===== config.mk =====
export PLATFORM = sky130hd
export DESIGN_NAME = gregorian_date_difference
export DESIGN_NICKNAME = d
export VERILOG_FILES = /design/src/design/gdd_pkg.sv /design/src/design/gdd_date_unit.sv /design/src/design/gregorian_date_difference.sv
export SDC_FILE = /design/constraint.sdc
export NUM_CORES = 2
export LEC_CHECK = 0
export BUFFER_PORTS_ARGS = -buffer_cell sky130_fd_sc_hd__buf_4
export CAP_MARGIN = 20
export CELL_PAD_IN_SITES_DETAIL_PLACEMENT = 0
export CELL_PAD_IN_SITES_GLOBAL_PLACEMENT = 2
export CORE_ASPECT_RATIO = 1.1
export CORE_MARGIN = 2
export CORE_UTILIZATION = 44
export CTS_CLUSTER_SIZE = 30
export DETAILED_ROUTE_END_ITERATION = 12
export PLACE_DENSITY = 0.86
export SLEW_MARGIN = 20
export SYNTH_ARGS = -nofsm -noshare
export SYNTH_HDL_FRONTEND = slang
export SYNTH_SLANG_ARGS = --single-unit

===== constraint.sdc =====
create_clock -name clk -period 10.2 [get_ports clk]
set_input_delay 0 -clock clk [delete_from_list [all_inputs] [get_ports clk]]
set_output_delay 0 -clock clk [all_outputs]
set_load 0.02 [all_outputs]

===== src/design/gdd_pkg.sv =====
// shared types, constants and calendar tables for the date difference pipeline
package gdd_pkg;

  localparam int YEAR_W  = 14;
  localparam int MONTH_W = 4;
  localparam int DAY_W   = 5;
  localparam int DIST_W  = 22;
  localparam int DNUM_W  = 23;
  localparam int QUOT_W  = 8;
  localparam int PROD_W  = 26;
  localparam int RECIP_SHIFT = 17;

  // ceil(2^17 / 25): exact quotient for dividends below 43690
  localparam logic [PROD_W-1:0] RECIP_25 = PROD_W'(5243);
  localparam logic [DIST_W-1:0] DIST_MAX = '1;

  localparam logic [MONTH_W-1:0] MONTH_JAN = MONTH_W'(1);
  localparam logic [MONTH_W-1:0] MONTH_FEB = MONTH_W'(2);
  localparam logic [MONTH_W-1:0] MONTH_DEC = MONTH_W'(12);

  typedef struct packed {
    logic s1;
    logic s2;
  } gdd_adv_t;

  function automatic logic [DAY_W-1:0] month_len(input logic [MONTH_W-1:0] m);
    logic [DAY_W-1:0] r;
    unique case (m)
      4'd1, 4'd3, 4'd5, 4'd7, 4'd8, 4'd10, 4'd12: r = DAY_W'(31);
      4'd4, 4'd6, 4'd9, 4'd11:                   r = DAY_W'(30);
      4'd2:                                      r = DAY_W'(28);
      default:                                   r = '0;
    endcase
    return r;
  endfunction

  function automatic logic [8:0] days_before(input logic [MONTH_W-1:0] m);
    logic [8:0] r;
    unique case (m)
      4'd2:    r = 9'd31;
      4'd3:    r = 9'd59;
      4'd4:    r = 9'd90;
      4'd5:    r = 9'd120;
      4'd6:    r = 9'd151;
      4'd7:    r = 9'd181;
      4'd8:    r = 9'd212;
      4'd9:    r = 9'd243;
      4'd10:   r = 9'd273;
      4'd11:   r = 9'd304;
      4'd12:   r = 9'd334;
      default: r = 9'd0;
    endcase
    return r;
  endfunction

endpackage


===== src/design/gdd_date_unit.sv =====
// two-stage date check and day number from year 0 for one date
module gdd_date_unit #(
  parameter int YEAR_MAX = 9999
) (
  input  logic                        clk,
  input  gdd_pkg::gdd_adv_t           adv,
  input  logic [gdd_pkg::YEAR_W-1:0]  year,
  input  logic [gdd_pkg::MONTH_W-1:0] month,
  input  logic [gdd_pkg::DAY_W-1:0]   day,
  output logic                        date_ok,
  output logic [gdd_pkg::DNUM_W-1:0]  day_num
);
  import gdd_pkg::*;

  // stage 1: constant-reciprocal quotients and 365 * year
  logic [YEAR_W:0]        sum_c;
  logic [YEAR_W:0]        sum_q;
  logic [PROD_W-1:0]      prod_y;
  logic [PROD_W-1:0]      prod_c;
  logic [PROD_W-1:0]      prod_q;
  logic [DNUM_W-1:0]      y365_next;

  logic [YEAR_W-1:0]      year_r;
  logic [MONTH_W-1:0]     month_r;
  logic [DAY_W-1:0]       day_r;
  logic                   year_ok;
  logic [QUOT_W-1:0]      q_y;
  logic [QUOT_W-1:0]      q_c;
  logic [QUOT_W-1:0]      q_q;
  logic [DNUM_W-1:0]      y365;

  always_comb begin
    sum_c     = {1'b0, year} + (YEAR_W+1)'(99);
    sum_q     = {1'b0, year} + (YEAR_W+1)'(399);
    // x / 100 = (x >> 2) / 25, x / 400 = (x >> 4) / 25
    prod_y    = PROD_W'(year[YEAR_W-1:2]) * RECIP_25;
    prod_c    = PROD_W'(sum_c[YEAR_W:2]) * RECIP_25;
    prod_q    = PROD_W'(sum_q[YEAR_W:4]) * RECIP_25;
    y365_next = DNUM_W'(year) * DNUM_W'(365);
  end

  always_ff @(posedge clk) begin
    if (adv.s1) begin
      year_r  <= year;
      month_r <= month;
      day_r   <= day;
      year_ok <= ({1'b0, 16'(year)} <= 17'(YEAR_MAX));
      q_y     <= prod_y[RECIP_SHIFT +: QUOT_W];
      q_c     <= prod_c[RECIP_SHIFT +: QUOT_W];
      q_q     <= prod_q[RECIP_SHIFT +: QUOT_W];
      y365    <= y365_next;
    end
  end

  // stage 2: leap rule, validity and day number
  logic [YEAR_W:0]    y4_sum;
  logic               cent_year;
  logic               leap;
  logic [DAY_W-1:0]   lim;
  logic               ok_next;
  logic [DNUM_W-1:0]  dn_next;

  always_comb begin
    y4_sum    = {1'b0, year_r} + (YEAR_W+1)'(3);
    cent_year = ((YEAR_W+1)'(q_y) * (YEAR_W+1)'(100)) == {1'b0, year_r};
    leap      = (year_r[1:0] == 2'b00) && (!cent_year || (q_y[1:0] == 2'b00));
    lim       = month_len(month_r);
    if (month_r == MONTH_FEB && leap) begin
      lim = DAY_W'(29);
    end
    ok_next   = year_ok && (month_r >= MONTH_JAN) && (month_r <= MONTH_DEC)
                && (day_r != '0) && (day_r <= lim);
    dn_next   = y365 + DNUM_W'(y4_sum[YEAR_W:2]) - DNUM_W'(q_c) + DNUM_W'(q_q)
                + DNUM_W'(days_before(month_r))
                + DNUM_W'(leap && (month_r > MONTH_FEB))
                + DNUM_W'(day_r) - DNUM_W'(1);
  end

  always_ff @(posedge clk) begin
    if (adv.s2) begin
      date_ok <= ok_next;
      day_num <= dn_next;
    end
  end

endmodule


===== src/design/gregorian_date_difference.sv =====
// Gregorian date difference: takes two dates per transaction and returns a
// validity flag for each and the absolute number of days between them (0 when
// either date is invalid, saturated to 22 bits). Fully pipelined: one
// transaction per clock while the output is not stalled; two date units each
// spend one stage on constant-reciprocal divisions and one on the leap rule
// and day number, and a third stage takes the absolute difference into the
// output register. A stall on the output holds the pipeline without loss.
// YEAR_MAX sets the highest valid year.
module gregorian_date_difference #(
  parameter int YEAR_MAX = 9999
) (
  input  logic        clk,
  input  logic        rst,
  input  logic        s_tvalid,
  output logic        s_tready,
  // year_a[13:0], month_a[17:14], day_a[22:18], year_b[36:23],
  // month_b[40:37], day_b[45:41], zero fill
  input  logic [47:0] s_tdata,
  output logic        m_tvalid,
  input  logic        m_tready,
  // first_valid[0], second_valid[1], day_distance[23:2]
  output logic [23:0] m_tdata
);
  import gdd_pkg::*;

  logic              v1;
  logic              v2;
  logic              adv_out;
  gdd_adv_t          adv;
  logic              ok_a;
  logic              ok_b;
  logic [DNUM_W-1:0] dn_a;
  logic [DNUM_W-1:0] dn_b;
  logic [DNUM_W-1:0] diff;
  logic [DIST_W-1:0] dist_next;

  assign adv_out  = !m_tvalid || m_tready;
  assign adv.s2   = !v2 || adv_out;
  assign adv.s1   = !v1 || adv.s2;
  assign s_tready = adv.s1;

  gdd_date_unit #(.YEAR_MAX(YEAR_MAX)) u_date_a (
    .clk     (clk),
    .adv     (adv),
    .year    (s_tdata[13:0]),
    .month   (s_tdata[17:14]),
    .day     (s_tdata[22:18]),
    .date_ok (ok_a),
    .day_num (dn_a)
  );

  gdd_date_unit #(.YEAR_MAX(YEAR_MAX)) u_date_b (
    .clk     (clk),
    .adv     (adv),
    .year    (s_tdata[36:23]),
    .month   (s_tdata[40:37]),
    .day     (s_tdata[45:41]),
    .date_ok (ok_b),
    .day_num (dn_b)
  );

  always_comb begin
    diff = (dn_a >= dn_b) ? (dn_a - dn_b) : (dn_b - dn_a);
    if (!(ok_a && ok_b)) begin
      dist_next = '0;
    end else if (diff > DNUM_W'(DIST_MAX)) begin
      dist_next = DIST_MAX;
    end else begin
      dist_next = diff[DIST_W-1:0];
    end
  end

  always_ff @(posedge clk) begin
    if (rst) begin
      v1       <= 1'b0;
      v2       <= 1'b0;
      m_tvalid <= 1'b0;
    end else begin
      if (adv.s1) begin
        v1 <= s_tvalid;
      end
      if (adv.s2) begin
        v2 <= v1;
      end
      if (adv_out) begin
        m_tvalid <= v2;
      end
    end
  end

  always_ff @(posedge clk) begin
    if (adv_out) begin
      m_tdata <= {dist_next, ok_b, ok_a};
    end
  end

endmodule


# Word level (Yosys, flattened, before mapping)
# Memories as Yosys holds them, arrays and structs flattened. A register that Yosys moved wholly into a read port is not among the register bits.
# Cells that the tools add are included.
# W data, S select, Z words.
[totals]
ff_bits = 215
mem_bits_ro = 448
out_inout_bits = 26
elab_cells = 116
n_memories = 4
[classes]
addsub = 22
n_mul = 10
n_lt_le_gt_ge = 12
eq_ne = 4
mux = 8
reduce_logical = 31
[memory_table]
columns = ["name", "words", "word_bits", "rd", "rd_clocked_by_memory_dff", "write_ports", "line_no", "source"]
rows = [
  ["(no name shown)", 16, 9, 1, 1, 0, "gdd_pkg.sv:39", "unique case (m)"],
  ["(no name shown)", 16, 9, 1, 1, 0, "gdd_pkg.sv:39", ""],
  ["(no name shown)", 16, 5, 1, 1, 0, "gdd_pkg.sv:28", "unique case (m)"],
  ["(no name shown)", 16, 5, 1, 1, 0, "gdd_pkg.sv:28", ""],
]
[ops]
columns = ["operator", "count"]
rows = [
  ["$mul A12 B13 Y25 const B", 2],
  ["$mul A13 B13 Y25 const B", 2],
  ["$mul A11 B13 Y24 const B", 2],
  ["$add A23 B1 Y23", 2],
  ["$add A23 B13 Y23", 2],
  ["$add A23 B5 Y23", 2],
  ["$add A23 B7 Y23", 2],
  ["$add A23 B9 Y23", 2],
  ["$mul A14 B9 Y23 const B", 2],
  ["$sub A23 B1 Y23 const B", 2],
  ["$sub A23 B23 Y23", 2],
  ["$sub A23 B8 Y23", 2],
  ["$add A14 B2 Y15 const B", 2],
  ["$add A14 B7 Y15 const B", 2],
  ["$add A14 B9 Y15 const B", 2],
  ["$eq A15 B14 Y1", 2],
  ["$le A14 B14 Y1 const B", 2],
  ["$mul A8 B5 Y13 const B", 2],
  ["$ge A23 B23 Y1", 1],
  ["$gt A23 B22 Y1 const B", 1],
  ["$mux W23", 1],
  ["$mux W22", 1],
  ["$mux W4", 4],
  ["$logic_and A1 B1 Y1", 15],
  ["10 further kinds", 28],
]

# Depth between registers and ports, before layout
[logic_depth]
word_depth = 9
ltp_mapped = 36

# Cells and area by module
# From an unflattened synthesis, not the netlist that was laid out.
[hier_totals]
cells_unflattened = 3800
area_unflattened_um2 = 38446.9
[modules_own_cells]
columns = ["mod", "n_inst", "cells_per_inst", "area_each_um2", "seq_area_each_um2"]
rows = [
  ["gdd_date_unit (u_date_a)", 1, 1685, 17435.5, 3002.9],
  ["gdd_date_unit (u_date_b)", 1, 1658, 17291.6, 3002.9],
  ["gregorian_date_difference", 1, 457, 3719.8, 780.7],
]

# Worst setup path before layout
# No wires, ideal clock.
[synth_timing]
path_type = "register to register"
start = "register u_date_b.q_y[2]"
end = "register u_date_b.day_num[22] (netlist bit) (data pin)"
setup_ps = 258
arrival_time_ps = 7086
path_slack_ps = 2857
path_stages_with_launch = 34
n_path_buf = 0
cell_sequence = "edfxtp_1 -> ha_1 -> ha_1 -> fa_1 -> ha_1 -> nor2b_1 -> o21ai_1 -> nand2b_1 -> a21o_1 -> a21o_1 -> a21o_1 -> a21oi_1 -> xnor2_1 -> a41oi_1 -> nand2_1 -> fa_1 -> inv_1 -> fa_1 -> inv_1 -> fa_1 -> inv_1 -> ha_1 -> fa_1 -> a21o_1 -> a311oi_2 -> o21ai_1 -> a31o_1 -> a21oi_2 -> nor2b_1 -> or4_4 -> and3_4 -> a2111oi_4 -> a21oi_2 -> xnor2_1"
[synth_between]
elab_chain_cells = 9
[synth_rtl]
columns = ["element", "line_no", "source"]
rows = [
  ["start: declaration", "gdd_date_unit.sv:27", "logic [QUOT_W-1:0] q_y;"],
  ["start signal: assignment", "gdd_date_unit.sv:48", "q_y <= prod_y[RECIP_SHIFT +: QUOT_W];"],
  ["$mul A8 B5 Y13", "gdd_date_unit.sv:65", "cent_year = ((YEAR_W+1)'(q_y) * (YEAR_W+1)'(100)) == {1'b0, year_r};"],
  ["$eq A15 B14 Y1", "gdd_date_unit.sv:65", ""],
  ["$logic_not A1 Y1", "gdd_date_unit.sv:66", "leap = (year_r[1:0] == 2'b00) && (!cent_year || (q_y[1:0] == 2'b00));"],
  ["$logic_or A1 B1 Y1", "gdd_date_unit.sv:66", ""],
  ["$logic_and A1 B1 Y1", "gdd_date_unit.sv:66", ""],
  ["$logic_and A1 B1 Y1", "gdd_date_unit.sv:75", "+ DNUM_W'(leap && (month_r > MONTH_FEB))"],
  ["$add A23 B1 Y23", "gdd_date_unit.sv:75", ""],
  ["$add A23 B5 Y23", "gdd_date_unit.sv:76", "+ DNUM_W'(day_r) - DNUM_W'(1);"],
  ["$sub A23 B1 Y23", "gdd_date_unit.sv:76", ""],
  ["net u_date_b.dn_next[22]", "gdd_date_unit.sv:61", "logic [DNUM_W-1:0] dn_next;"],
  ["end signal: assignment", "gdd_date_unit.sv:82", "day_num <= dn_next;"],
  ["end: declaration", "gdd_date_unit.sv:11", "output logic [gdd_pkg::DNUM_W-1:0] day_num"],
]
# The timed path passes the listed nets, and every way through them passes these cells.
# A chain may end at the register's enable or synchronous reset.

# Worst setup path after layout
# Ends and elaborated chain as after synthesis.

==> reports/qor.yml <==
holdCritStartpoint: "s_tdata[20]"
final_area_um2: 40600
arrival_ps: 8370
syn-mean-instance-area_um2: 10.2
path_class: "flop to flop"
clkLatencyLatePin_ps: 560
final-seq-area_um2: 6790
grt-busiest-layer: "met2"
fp-row-count: 111
placed_area_um2: 39100
port_buffers: 75
grt_pass1_vias: 25500
reg2regPathDepth: 33
routedWlPerCell_um: 15.8
grt_max_degree: 128
coreArea_um2: 83500
drive_gt1_frac: 0.0417
startpoint_type: "flop"
cts_tree: "built"
via_count: 23900
synth-seq-cells: 235
grt_first_pass_wirelength_mm: 131
place.gp.congestion: 0.854
slowest_delay_ps: 490
ctsResizeCount: 0
nFillCells: 7702
die_w_um: 281
setup_viol: 0
nets: 5096
cts_made_buffers: 28
dp_hpwl_mm: 66.8
clock.fmax_mhz: 124
skew_ps: 13.2
ant_nets: 0
rsz0062_at_grt: "false"
ios: 78
max_slew.worst_pin.slew_ps: 966
ys_async_sr_fraction: 0
crit_cells: 33
synthMostInstantiatedCell: "inv_1"
crit_top_cell: "fa_1"
hold_class: "input port to flop"
die_area_um2: 86800
required_ps: 10510
grt_antenna_before_repair: 5
rrSetupSlack_ps: 2140
synthFlopType: "edfxtp_1"
wl_mm: 77.9
cts_root_buf: "clkbuf_16"
slowest_stage: "fa_1"
die_h_um: 309
yosysWarnings: 0
grtUsageTotal: 0.189
grt_use_met3: 0.0152
hold_path_end: "u_date_a.day_r[2]"
synth_nets: 4962
r2r_start: "u_date_b.q_y[2]"
initial_core_util: 0.445
htree_levels: 1
r2r-end: "u_date_b.day_num[22]"
firstDrtPassIters: 5
syn_inst: 3632
drt_iter0_drc: 848
drv_cap: 0
ys_seq_area_frac: 0.183
synth_top_cell_by_area: "ha_1"
synthTopCellsByArea: "ha_1 28%, fa_1 24%, edfxtp_1 17%"
cts_sinks: 235
path_buf_inv: 3
period_share: 0.790
synth_edf_count: 208
period_needed_ps: 8060
post-route-drc-count: 0
clk_pin_slew_ps: 60
met1_usage: 0.251
netlist_area_um2: 37100
grt_util_met2: 0.333
synth.top_cell.area_share: 0.282
worstPathMaxFanout: 3
area_delta_synth_final_pct: 9.30
grt_overflow: 0
synth_top_cells_by_count: "907 x inv_1, 836 x ha_1, 442 x fa_1, 208 x edfxtp_1, 171 x xnor2_1"
hold_depth: 2
status: "finished, final reports clean"
crit_path_end_kind: "flop"
hold_viol: 0
slew_violations: 0
multiInputGateArea_um2: 26900
clock_path_buffers: 3
viasPerCell: 4.86
critical_path.top_delay_family: "adder cells"
synth.distinct_cells: 74
finalSetupTns_ps: 0
max-slew-margin-rel: 0.352
-- cells in the final DEF, fill, tap and decap left out, types with 16 or more instances in the layout --
cell,synthesis,layout
nand2b_1,23,23
ha_1,836,836
clkbuf_16,0,29
o21ai_1,24,24
nor3_1,47,47
and3_1,32,32
nand2_1,105,104
a21oi_1,144,143
buf_4,0,84
nand3_1,40,39
inv_1,907,907
edfxtp_1,208,208
nand4_1,16,16
fa_1,442,442
o21a_1,29,29
a21o_1,64,64
dlygate4sd3_1,0,50
xnor2_1,171,171
o21ai_0,55,55
xor2_1,63,63
nor2b_1,21,21
a31oi_1,16,16
dfxtp_1,27,27
nor2_1,128,128
-- worst max-delay path by stage --
stage                                      end       startpoint
after floorplan           u_date_b.day_num[22]  u_date_b.q_y[2]
after global placement    u_date_b.day_num[22]  u_date_b.q_y[2]
after detailed placement  u_date_b.day_num[22]  u_date_b.q_y[2]
after CTS                 u_date_b.day_num[22]  u_date_b.q_y[2]
after global routing      u_date_b.day_num[22]  u_date_b.q_y[2]
final                     u_date_b.day_num[22]  u_date_b.q_y[2]
-- stage by stage --
stage / setup slack, ps / std cells / hold slack, ps / util
global route: 1630 / 4918 / 146 / 0.486
detailed placement: 2030 / 4816 / 179 / 0.468
floorplan: 2860 / 3632 / 69.1 / -
finish: 2140 / 4919 / 166 / 0.486
global placement: 2100 / 4816 / 180 / 0.468
CTS: 2010 / 4918 / 130 / 0.486
-- routing by layer --
metal / vias to the layer above / share of wire / wire (um)
met1: 11400 / 0.47 / 36300
li1: 12200 / - / -
met3: 96 / 0.023 / 1790
met2: 242 / 0.49 / 38000
met4: 4 / 0.023 / 1800
met5: - / 0.00031 / 24
-- cells by family (layout without fill, tap and decap cells) --
| group | Yosys count | after routing | synth area share |
|---|---|---|---|
| buffers and inverters | 938 | 1094 | 0.0951 |
| flip-flops | 235 | 235 | 0.183 |
| AO/OA/AOI/OAI | 450 | 450 | 0.0787 |
| XOR/XNOR | 234 | 234 | 0.0552 |
| other | 0 | 1 | 0 |
| adder cells (fa/ha/maj) | 1278 | 1278 | 0.520 |
| AND/OR/NAND/NOR | 477 | 477 | 0.0629 |
| multiplexers | 20 | 20 | 0.00552 |
-- layout make-up --
cell class / instances / area share
Multi-Input combinational cell: 2459 / 0.661
Timing Repair Buffer: 135 / 0.0284
Antenna cell: 1 / 0.0000616
Tap cell: 1130 / 0.0348
Clock buffer: 34 / 0.0183
Inverter: 907 / 0.0839
Clock inverter: 18 / 0.00601
Sequential cell: 235 / 0.167
-- what timing repair did --
action	in CTS	in global routing
setup buffers	0	0
endpoints found under the hold margin	66	0
endpoints found under the setup margin	0	0
hold buffers	50	0
Power is left out: the tool's default activity adds up to more than one toggle a clock period on the data nets, which glitch-free logic cannot reach.
